File: src/bsc_pkg.sv
// ----------------------------------------------------------------------------
// bsc_pkg: shared types and constants
// Calibration layout, queued item format and fixed-point constants of the
// barometric compensation datapath.
// ----------------------------------------------------------------------------
`timescale 1ns / 1ps
`default_nettype none

package bsc_pkg;

  // Calibration register indexes
  localparam logic [2:0] REG_T1_T2 = 3'd0;
  localparam logic [2:0] REG_T3_P1 = 3'd1;
  localparam logic [2:0] REG_P2_P3 = 3'd2;
  localparam logic [2:0] REG_P4_P5 = 3'd3;
  localparam logic [2:0] REG_P6_P7 = 3'd4;
  localparam logic [2:0] REG_P8_P9 = 3'd5;

  // Fixed-point constants
  localparam logic signed [63:0] TF_OFFSET  = 64'sd128000;
  localparam logic signed [63:0] PRESS_BASE = 64'sd1048576;
  localparam logic signed [63:0] DIV_SCALE  = 64'sd3125;
  localparam logic signed [63:0] P1_BIAS    = 64'sh0000_8000_0000_0000;
  localparam logic signed [63:0] TEMP_ROUND = 64'sd128;
  localparam logic signed [63:0] TEMP_MAX   = 64'sd8388607;
  localparam logic signed [63:0] TEMP_MIN   = -64'sd8388608;

  typedef struct packed {
    logic        [15:0] t1;
    logic signed [15:0] t2;
    logic signed [15:0] t3;
    logic        [15:0] p1;
    logic signed [15:0] p2;
    logic signed [15:0] p3;
    logic signed [15:0] p4;
    logic signed [15:0] p5;
    logic signed [15:0] p6;
    logic signed [15:0] p7;
    logic signed [15:0] p8;
    logic signed [15:0] p9;
  } calib_t;

  // Request as held between front and back
  typedef struct packed {
    logic        [19:0] adc_press;
    logic signed [17:0] d1;
    logic signed [16:0] d2;
  } item_t;

endpackage

`default_nettype wire

File: src/bsc_front.sv
// ----------------------------------------------------------------------------
// bsc_front: request intake
// Accepts raw readings, forms the temperature differences and queues them.
// ----------------------------------------------------------------------------
`timescale 1ns / 1ps
`default_nettype none

module bsc_front import bsc_pkg::*; (
  input  wire logic        clk,
  input  wire logic        rst,
  input  wire logic        push,
  output logic             full,
  input  wire logic [19:0] adc_temp,
  input  wire logic [19:0] adc_press,
  input  wire logic [15:0] t1,
  input  wire logic        deq,
  output logic             q_valid,
  output item_t            q_item
);

  item_t      slots [2];
  logic       wr_ptr;
  logic       rd_ptr;
  logic [1:0] count;
  item_t      in_item;
  logic       do_push;
  logic       do_pop;

  // Form the temperature differences
  always_comb begin
    in_item.adc_press = adc_press;
    in_item.d1 = $signed({1'b0, adc_temp[19:3]}) - $signed({1'b0, t1, 1'b0});
    in_item.d2 = $signed({1'b0, adc_temp[19:4]}) - $signed({1'b0, t1});
  end

  assign full    = (count == 2'd2);
  assign q_valid = (count != 2'd0);
  assign do_push = push && !full;
  assign do_pop  = deq && q_valid;
  assign q_item  = slots[rd_ptr];

  // Advance pointers and count
  always_ff @(posedge clk) begin
    if (rst) begin
      wr_ptr <= 1'b0;
      rd_ptr <= 1'b0;
      count  <= 2'd0;
    end else begin
      if (do_push) wr_ptr <= ~wr_ptr;
      if (do_pop)  rd_ptr <= ~rd_ptr;
      if (do_push && !do_pop) begin
        count <= count + 2'd1;
      end else if (do_pop && !do_push) begin
        count <= count - 2'd1;
      end
    end
  end

  // Store request
  always_ff @(posedge clk) begin
    if (do_push) slots[wr_ptr] <= in_item;
  end

endmodule

`default_nettype wire

File: config.mk
export PLATFORM = sky130hd
export DESIGN_NAME = bsc_front
export DESIGN_NICKNAME = d
export VERILOG_FILES = /design/src/bsc_pkg.sv /design/src/bsc_front.sv
export SDC_FILE = /design/constraint.sdc
export NUM_CORES = 1
export LEC_CHECK = 0
export BUFFER_PORTS_ARGS = -buffer_cell sky130_fd_sc_hd__buf_4
export CORE_MARGIN = 4
export CORE_UTILIZATION = 40
export DETAILED_ROUTE_END_ITERATION = 8
export SLEW_MARGIN = 5
export SYNTH_ARGS = -nofsm -noshare
export SYNTH_HDL_FRONTEND = slang
export SYNTH_SLANG_ARGS = --single-unit
File: constraint.sdc
create_clock -name clk -period 3.6 [get_ports clk]
set_input_delay 0.18 -clock clk [delete_from_list [all_inputs] [get_ports clk]]
set_output_delay 0.18 -clock clk [all_outputs]
set_load 0.05 [all_outputs]
Word level (Yosys, flattened, before mapping)
Memory sizes are Yosys's and may differ from the RTL's. A register that Yosys moved wholly into a read port is not among the register bits.
Index checks and enable logic that the tools add are counted.
- divide/modulo/power cells: 0
- multipliers: 0
- reductions and logical operators: 9
- shift operators: 0
- bitwise operators: 2
- add/sub/neg operators: 4
- muxes and demuxes: 6
- $lt $le $gt $ge: 0
- equal/unequal tests: 1
- operators by type and width (kind ; count):
    $sub 17x17->18 ; 1
    $sub 16x16->17 ; 1
    $logic_and 1x1->1 ; 4
    $mux 1 ; 4
    $mux 2 ; 2
    $reduce_bool 2->1 ; 2
    $logic_not 1->1 ; 3
    $add 2x1->2 const B ; 1
    $eq 2x2->1 const B ; 1
    $not 1->1 ; 2
    $sub 2x1->2 const B ; 1
- register bits: 4
- word-level logic and storage cells: 26
- output and inout port bits: 57
- bits in latches: 0
- bits in read-only memories: 0
- memories kept: 1
- input port bits: 60
- memory bits (writable): 110
- memories (memory ; depth ; width ; rd ports ; clocked after memory_dff ; write ports ; line ; text):
    slots ; 2 ; 55 ; 1 ; 1 ; 1 ; bsc_front.sv:21 ; item_t slots [2];

Longest topological paths before layout
Gate-level depths: netlist of the first run.
- depth in word-level cells: 7
- gate-level depth with buffers: 8

Worst setup path before layout of the first run
Ideal clock, no wire load.
- path kind: register -> register
- from: register count[0]
- to: memory slots[0][17] (netlist name), enable pin
- setup slack: 0.960 ns
- arrival: 2.206 ns
- data required time: 3.167 ns
- path buffers: 0
- stages on the path, launching flop included: 4
- library setup time: 0.433 ns
- cells stage by stage: dfxtp_1 nand2b_1 nand2_1 nor2_1
- cells in the longest elaborated chain, start to end: 5
- RTL lines (what ; line ; text):
    start, declared ; bsc_front.sv:24 ; logic [1:0] count;
    start signal, assigned ; bsc_front.sv:52 ; count <= count + 2'd1;
    start signal, assigned ; bsc_front.sv:54 ; count <= count - 2'd1;
    $eq 2x2->1 ; bsc_front.sv:36 ; assign full = (count == 2'd2);
    $logic_not 1->1 ; bsc_front.sv:38 ; assign do_push = push && !full;
    $logic_and 1x1->1 ; bsc_front.sv:38 ;
    $mux 1 ; bsc_front.sv:61 ; if (do_push) slots[wr_ptr] <= in_item;
    $mux 1 (not written as such) ; bsc_front.sv:61 ;
    end, declared ; bsc_front.sv:21 ;
Every way passes these cells.

Final worst setup path of the first run
- from: input port adc_temp[4]
- to: memory slots[1][34] (netlist name), data pin
- cells in the longest elaborated chain, start to end: 1
- RTL lines (what ; line ; text):
    start, declared ; bsc_front.sv:13 ; input wire logic [19:0] adc_temp,
    $sub 17x17->18 ; bsc_front.sv:32 ; in_item.d1 = $signed({1'b0, adc_temp[19:3]}) - $signed({1'b0, t1, 1'b0});
Every way passes these cells.

==> results of run 1 <==
[metrics by stage]
| step | utilization [%] | hold WS [ns] |
|---|---|---|
| 6_report | 54.0 | 0.0262 |
| 5_1_grt | 54.0 | 0.000778 |
| 4_1_cts | 54.0 | 0.00242 |
| 3_5_place_dp | 49.9 | 0.367 |
| 3_3_place_gp | 49.9 | 0.365 |
| 2_1_floorplan | - | 0.249 |
[placed cells by master, fill, tap and decap left out, drive strengths merged, types with 10 or more instances in the layout]
master,synthesis,layout
edfxtp,76,76
nor2,13,13
xnor2,10,10
mux2,38,38
dlygate4sd3,0,19
buf,21,114
inv,26,27
nand2,10,10
a21oi,10,10
ha,17,17
[sequential cells by signal, indices dropped and copies added (netlist names), named ones only]
register and flops:
slots 76, count 2, rd_ptr 1, wr_ptr 1
[power breakdown]
group / switching, W / leakage [nW] / total (W) / internal, W
Clock: 0.000330 / 0.0921 / 0.000654 / 0.000324
Combinational: 0.00123 / 1.31 / 0.00184 / 0.000611
Sequential: 0.0000995 / 0.751 / 0.00134 / 0.00124
Total: 0.00166 / 2.16 / 0.00383 / 0.00217
[worst max-delay path, delay by kind of cell]
| kind | cells | cell delay, ns |
|---|---|---|
| adders and majority gates | 2 | 0.61 |
| and+or+nand+nor | 2 | 0.40 |
| buffers and inverters | 2 | 0.11 |
| AOI/OAI and AO/OA | 3 | 0.99 |
[final cells by class]
class,instances,area [um^2]
clock inverters,7,78.8
inverters,26,97.6
repair buffers,133,1050
fillers,871,4480
well taps,133,166
multi-input cells,159,1360
flip-flops and latches,81,2380
clock buffers,9,124
[cell families (layout without fill, tap and decap cells)]
family | count (synthesis) | after routing | synth area share [%]
xor gates and xnor gates | 15 | 15 | 3.30
muxes | 38 | 38 | 10.8
AOI/OAI and AO/OA | 41 | 41 | 7.99
and+or+nand+nor | 47 | 47 | 5.98
DFF | 81 | 81 | 59.9
buffers and inverters | 48 | 175 | 6.26
adders and majority gates | 18 | 18 | 5.85
[per-layer routing]
metal	up-vias	wire length, um	GRT usage, %
li1	1286	-	-
met1	1232	3280	15.5
met2	82	3920	23.4
met3	14	404	2.16
met4	0	189	7.39
met5	-	0	0
[final timing paths]
kind,end,cells past startpoint
max,slots[1][34],9
min reg2reg,register,2
max reg2reg,slots[0][27],4
min,slots[1][54],1
[Yosys cell counts (all sizes together)]
cell / n
edfxtp: 76
mux2: 38
inv: 26
buf: 21
ha: 17
nor2: 13
a21oi: 10
nand2: 10
xnor2: 10
a21o: 6
dfxtp: 5
nand3: 5
xor2: 5
o21a: 4
o2111ai: 3
a211oi: 2
a221o: 2
a31oi: 2
and3: 2
nor2b: 2
nor3: 2
nor3b: 2
o21ai: 2
o31ai: 2
or3: 2
or4: 2
a21boi: 1
a221oi: 1
a31o: 1
a41oi: 1
and2: 1
and2b: 1
clkbuf: 1
fa: 1
nand2b: 1
nand4: 1
nor4: 1
nor4b: 1
o211a: 1
o21ba: 1
o21bai: 1
o31a: 1
or2: 1
==> reports/metrics.csv, run 1 <==
metric,value,unit
status,"finished, final reports clean",
critPathMaxFanout,3,
final_cells,548,
crit_required,3.69,ns
cts_tree,yes,
synthesis.area,3980,um^2
cts.sinks,81,
fmax,0.455,GHz
min-delay-start,adc_press[19],
die_y,108,um
fin_setup_tns,0,ns
period_needed,2.20,ns
report.final.slew_viol_count,0,
ys_ff_latch,81,
nets,488,
skew,0.00608,ns
cts_buffers,9,
ios,117,
r2r_slack,1.61,ns
drc,0,
relSlewSlack,35.8,%
grt_max_degree,39,
postCtsHoldBufs,19,
max_stage_delay,0.51,ns
die_area,11600,um^2
cts_resized,0,
worstSetupPathType,in2reg,
synth_top_area_share,57.4,%
drive_gt1_share,43.4,%
r2r-start,count[0],
area_delta_synth_final,32.0,%
setup_viol,0,
netlist_instances,288,
p_leak,2.16,nW
hold_viol,0,
h-tree-depth,3,
antenna_found_initial,0,
synth_cell_type_count,51,
place_area,4860,um^2
power_density,729,nW/um^2
worstSetupEndpointType,register,
overflow,0,
cap_violations,0,
clock_latency,0.35,ns
grt_pass1_wl,11900,um
synth.avg_cell_area,13.8,um^2
synth_seq_area_share,59.9,%
ir_drop,0.317,mV
avgViaCountPerCell,4.77,
arrival,2.29,ns
ant_nets,0,
diodes,0,
synth_nets,366,
crit_slowest_cell,a211oi_1,
crit_chain,buf_4 > inv_1 > ha_1 > fa_1 > and2b_1 > o2111ai_2 > a211oi_1 > nor3b_1 > o31a_1,
wl,7800,um
max-clock-path-buffers,2,
row_count,36,
drtPass1Iterations,4,
fp.dieW,108,um
yosysWarningCount,0,
path_clk_slew,0.08,ns
power,0.00383,W
io_buffers,113,
synthTopCellsByArea,"edfxtp_1 57%, mux2_2 11%, ha_1 5.3%, buf_4 3.4%, dfxtp_1 2.5%",
place_hpwl,5390,um
layout_setup_ws,1.40,ns
core-area,9730,um^2
final_area,5250,um^2
dp_cells,513,
drt_iter0_markers,70,
gr-usage-all-layers,13.4,%
worstMarginPinSlew,0.962,ns
rsz0062_at_grt,no,
initial_core_util,40.9,%
pre_cts_slack,1.05,ns
place.gp.congestion,0.768,
dr_total_vias,2614,
holdCritPathClass,in2reg,
critPathLaunchType,primary input,
yosysTopAreaCell,edfxtp_1,
clockRootBuffer,clkbuf_8,
first_global_vias,2565,
setup.worst_path.start,adc_temp[4],
fin_crit_sh,61.1,%
wl_per_cell,14.2,um
cts_setup_buffers,0,
Power figures use the tool's default switching activity.
==> run 2, diff against run 1 <==
--- a/config.mk
+++ b/config.mk
@@ -5,10 +5,12 @@
 export SDC_FILE = /design/constraint.sdc
 export NUM_CORES = 1
 export LEC_CHECK = 0
+export ABC_AREA = 1
 export BUFFER_PORTS_ARGS = -buffer_cell sky130_fd_sc_hd__buf_4
 export CORE_MARGIN = 4
 export CORE_UTILIZATION = 40
 export DETAILED_ROUTE_END_ITERATION = 8
+export PLACE_DENSITY = 0.66
 export SLEW_MARGIN = 5
 export SYNTH_ARGS = -nofsm -noshare
 export SYNTH_HDL_FRONTEND = slang
==> constraint.sdc (replaced) <==
create_clock -name clk -period 1.95 [get_ports clk]
set_input_delay 0.0975 -clock clk [delete_from_list [all_inputs] [get_ports clk]]
set_output_delay 0.0975 -clock clk [all_outputs]
set_load 0.05 [all_outputs]
==> reports/metrics.csv, run 2 <==
metric,value,unit,change
critPathLaunchType,register,,
final_cell_mix,"119 x buf_4, 76 x nand2_1, 76 x edfxtp_1",,
power,0.00658,W,+72%
power_frac_clock,16.8,%,-0.3 points
area_delta_synth_final,31.5,%,
p_seq_share,35.2,%,+0.3 points
p_comb_share,48.0,%,about the same
synthTopCellsByArea,"edfxtp_1 55%, nand2_1 6.8%, mux2_1 5.4%, inv_1 5.1%, ha_1 5.1%",,
largest_registers,"slots x76, count x2",,
crit_chain,inv_1 > o21ai_1 > inv_1 > ha_1 > a21oi_1 > o21ai_1 > a21oi_1 > o21a_1,,
die_area,12100,um^2,+4.4%
nets,581,,+19%
regMostFlops,slots,,
crit_required,2.23,ns,-1.46 ns
crit_end,count[1],,
yosysWarningCount,0,,unchanged
power_density,1200,nW/um^2,+65%
synthesis.area,4170,um^2,+4.7%
largest_reg_flops,76,,unchanged
worstSetupPathType,reg2reg,,
holdCritPathClass,in2reg,,
ys_async_sr_fraction,0,%,unchanged
core-area,9950,um^2,+2.3%
drtPass1Iterations,5,,+1
synth_cell_type_count,28,,-45%
worstMarginPinSlew,0.450,ns,-0.512 ns
row_count,36,,unchanged
drive_gt1_share,34.5,%,-8.9 points
initial_core_util,41.9,%,+0.97 points
fp.dieW,110,um,+2.2%
cap_violations,0,,unchanged
drt_iter0_markers,105,,+50%
setup_viol,0,,unchanged
cts_setup_buffers,0,,unchanged
wl,8030,um,+3.0%
cts_resized,0,,unchanged
cts.sinks,81,,unchanged
status,"finished, final reports clean",,
synth.avg_cell_area,11.2,um^2,-19%
fmax,0.548,GHz,
clockRootBuffer,clkbuf_8,,
crit_cells,8,,-1
die_y,110,um,+2.2%
yosysTopAreaCell,edfxtp_1,,
max_stage_delay,0.39,ns,-0.12 ns
netlist_instances,372,,+29%
fin_crit_sh,93.6,%,
dr_total_vias,2883,,+10%
ant_nets,0,,unchanged
overflow,0,,unchanged
first_global_vias,2755,,+7.4%
setup.worst_path.start,count[1],,
synth_nets,450,,+23%
swShare,41.9,%,-1.3 points
synth_top_area_share,54.8,%,-2.6 points
skew,0.0109,ns,+0.00479 ns
synth_seq_area_share,57.2,%,-2.7 points
period_needed,1.82,ns,
power.switching,0.00276,W,+67%
grt_pass1_wl,12200,um,+2.6%
ios,117,,unchanged
cts_buffers,9,,unchanged
relSlewSlack,69.8,%,+34 points
drc,0,,unchanged
grt_max_degree,22,,-44%
ys_ff_latch,81,,unchanged
cts_tree,yes,,
synth_edf_count,76,,unchanged
rsz0062_at_grt,no,,
diodes,0,,unchanged
r2r-start,count[1],,
ir_drop,0.594,mV,+88%
postCtsHoldBufs,22,,+3
hold_viol,0,,unchanged
layout_commonest_cell,buf_4,,
critPathMaxFanout,5,,+2
avgViaCountPerCell,4.50,,-5.6%
place.gp.congestion,0.813,,+5.9%
yosys-top-cells-count,"76 x edfxtp_1, 76 x nand2_1, 57 x inv_1",,
clock_latency,0.34,ns,about the same
critPathTopFamily,compound AO/OA/AOI/OAI gates,,
r2r_slack,0.13,ns,-1.48 ns
h-tree-depth,3,,unchanged
internal_power,0.00382,W,+76%
worstSetupEndpointType,register,,
gr-usage-all-layers,13.2,%,-0.22 points
p_leak,2.48,nW,+15%
ff2ff_path_depth,8,,+4
crit_buf_inv,2,,unchanged
path_clk_slew,0.07,ns,about the same
arrival,2.11,ns,-0.18 ns
report.final.slew_viol_count,0,,unchanged
place_hpwl,6060,um,+13%
synth_ff_type,edfxtp_1,,
reg2reg_to,count[1],,
wl_per_cell,12.6,um,-12%
antenna_found_initial,0,,unchanged
crit_slowest_cell,o21ai_1,,
max-clock-path-buffers,2,,unchanged
fin_setup_tns,0,ns,unchanged
io_buffers,113,,unchanged
## run 2: cell types whose count changed after synthesis, sizes merged, moves of 3 or more
cell / before / now
nand2: 10 / 87
inv: 26 / 62
nand3: 5 / 14
xnor2: 10 / 2
a21o: 6 / 0
a21oi: 10 / 15
nor3: 2 / 5
o2111ai: 3 / 0
## run 2: worst min path at each step
stage                  startpoint           end  depth (start not counted)
floorplan                     rst      register                          1
global placement    adc_press[10]  slots[0][45]                          1
detailed placement   adc_press[8]  slots[0][43]                          1
CTS                           deq      register                          4
global route                  deq      register                          4
finish                        deq      register                          4
## run 2: cells by family (layout without fill, tap and decap cells)
family / count (synthesis) / in the layout / share of synthesized area (%)
AO/OA/AOI/OAI: 21 / 21 / 2.94
XOR/XNOR: 7 / 7 / 1.47
adder cells (fa/ha/maj): 18 / 18 / 5.58
buffers and inverters: 84 / 219 / 9.55
flip-flops: 81 / 81 / 57.2
multiplexers: 38 / 38 / 10.3
AND/OR/NAND/NOR: 123 / 123 / 13.0
## run 2: routing by layer
metal / vias up / track usage, % / wire length [um]
met4: 0 / 5.61 / 92
met3: 8 / 2.10 / 544
met2: 81 / 24.5 / 4150
li1: 1480 / - / -
met5: - / 0 / 0
met1: 1314 / 14.8 / 3250
## run 2: worst reg2reg max path: cells and delay by family, from the launching register on
family / cells / cell delay, ns
AO/OA/AOI/OAI: 5 / 0.91
adder cells (fa/ha/maj): 1 / 0.34
flip-flops: 1 / 0.32
buffers and inverters: 2 / 0.21
## run 2: layout make-up
cell class,count,area (um^2)
multi-input combinational,207,1400
fill,872,4470
sequential,81,2380
timing repair buffer,141,1110
inverter,63,238
tap,133,166
clock buffer,12,135
clock inverter,3,42.5
## run 2: per-stage QoR
stage | setup WS [ns] | instances | utilization [%] | hold WS, ns | cell area [um^2]
after floorplan | 0.00266 | 372 | - | 0.167 | 4170
after global placement | 0.276 | 603 | 51.1 | 0.283 | 5080
after detailed placement | 0.134 | 603 | 51.1 | 0.286 | 5080
after CTS | 0.115 | 640 | 55.1 | 0.0569 | 5480
after global routing | 0.0181 | 640 | 55.1 | 0.0723 | 5480
final | 0.125 | 640 | 55.1 | 0.0691 | 5480
## run 2: power groups by stage
stage | sequential, W | clock, W | combinational (W)
6_report | 0.00231 | 0.00111 | 0.00316
5_1_grt | 0.00233 | 0.00123 | 0.00335
4_1_cts | 0.00232 | 0.00114 | 0.00319
3_5_place_dp | 0.00235 | 0 | 0.00314
3_3_place_gp | 0.00234 | 0 | 0.00312
2_1_floorplan | 0.00234 | 0 | 0.00240
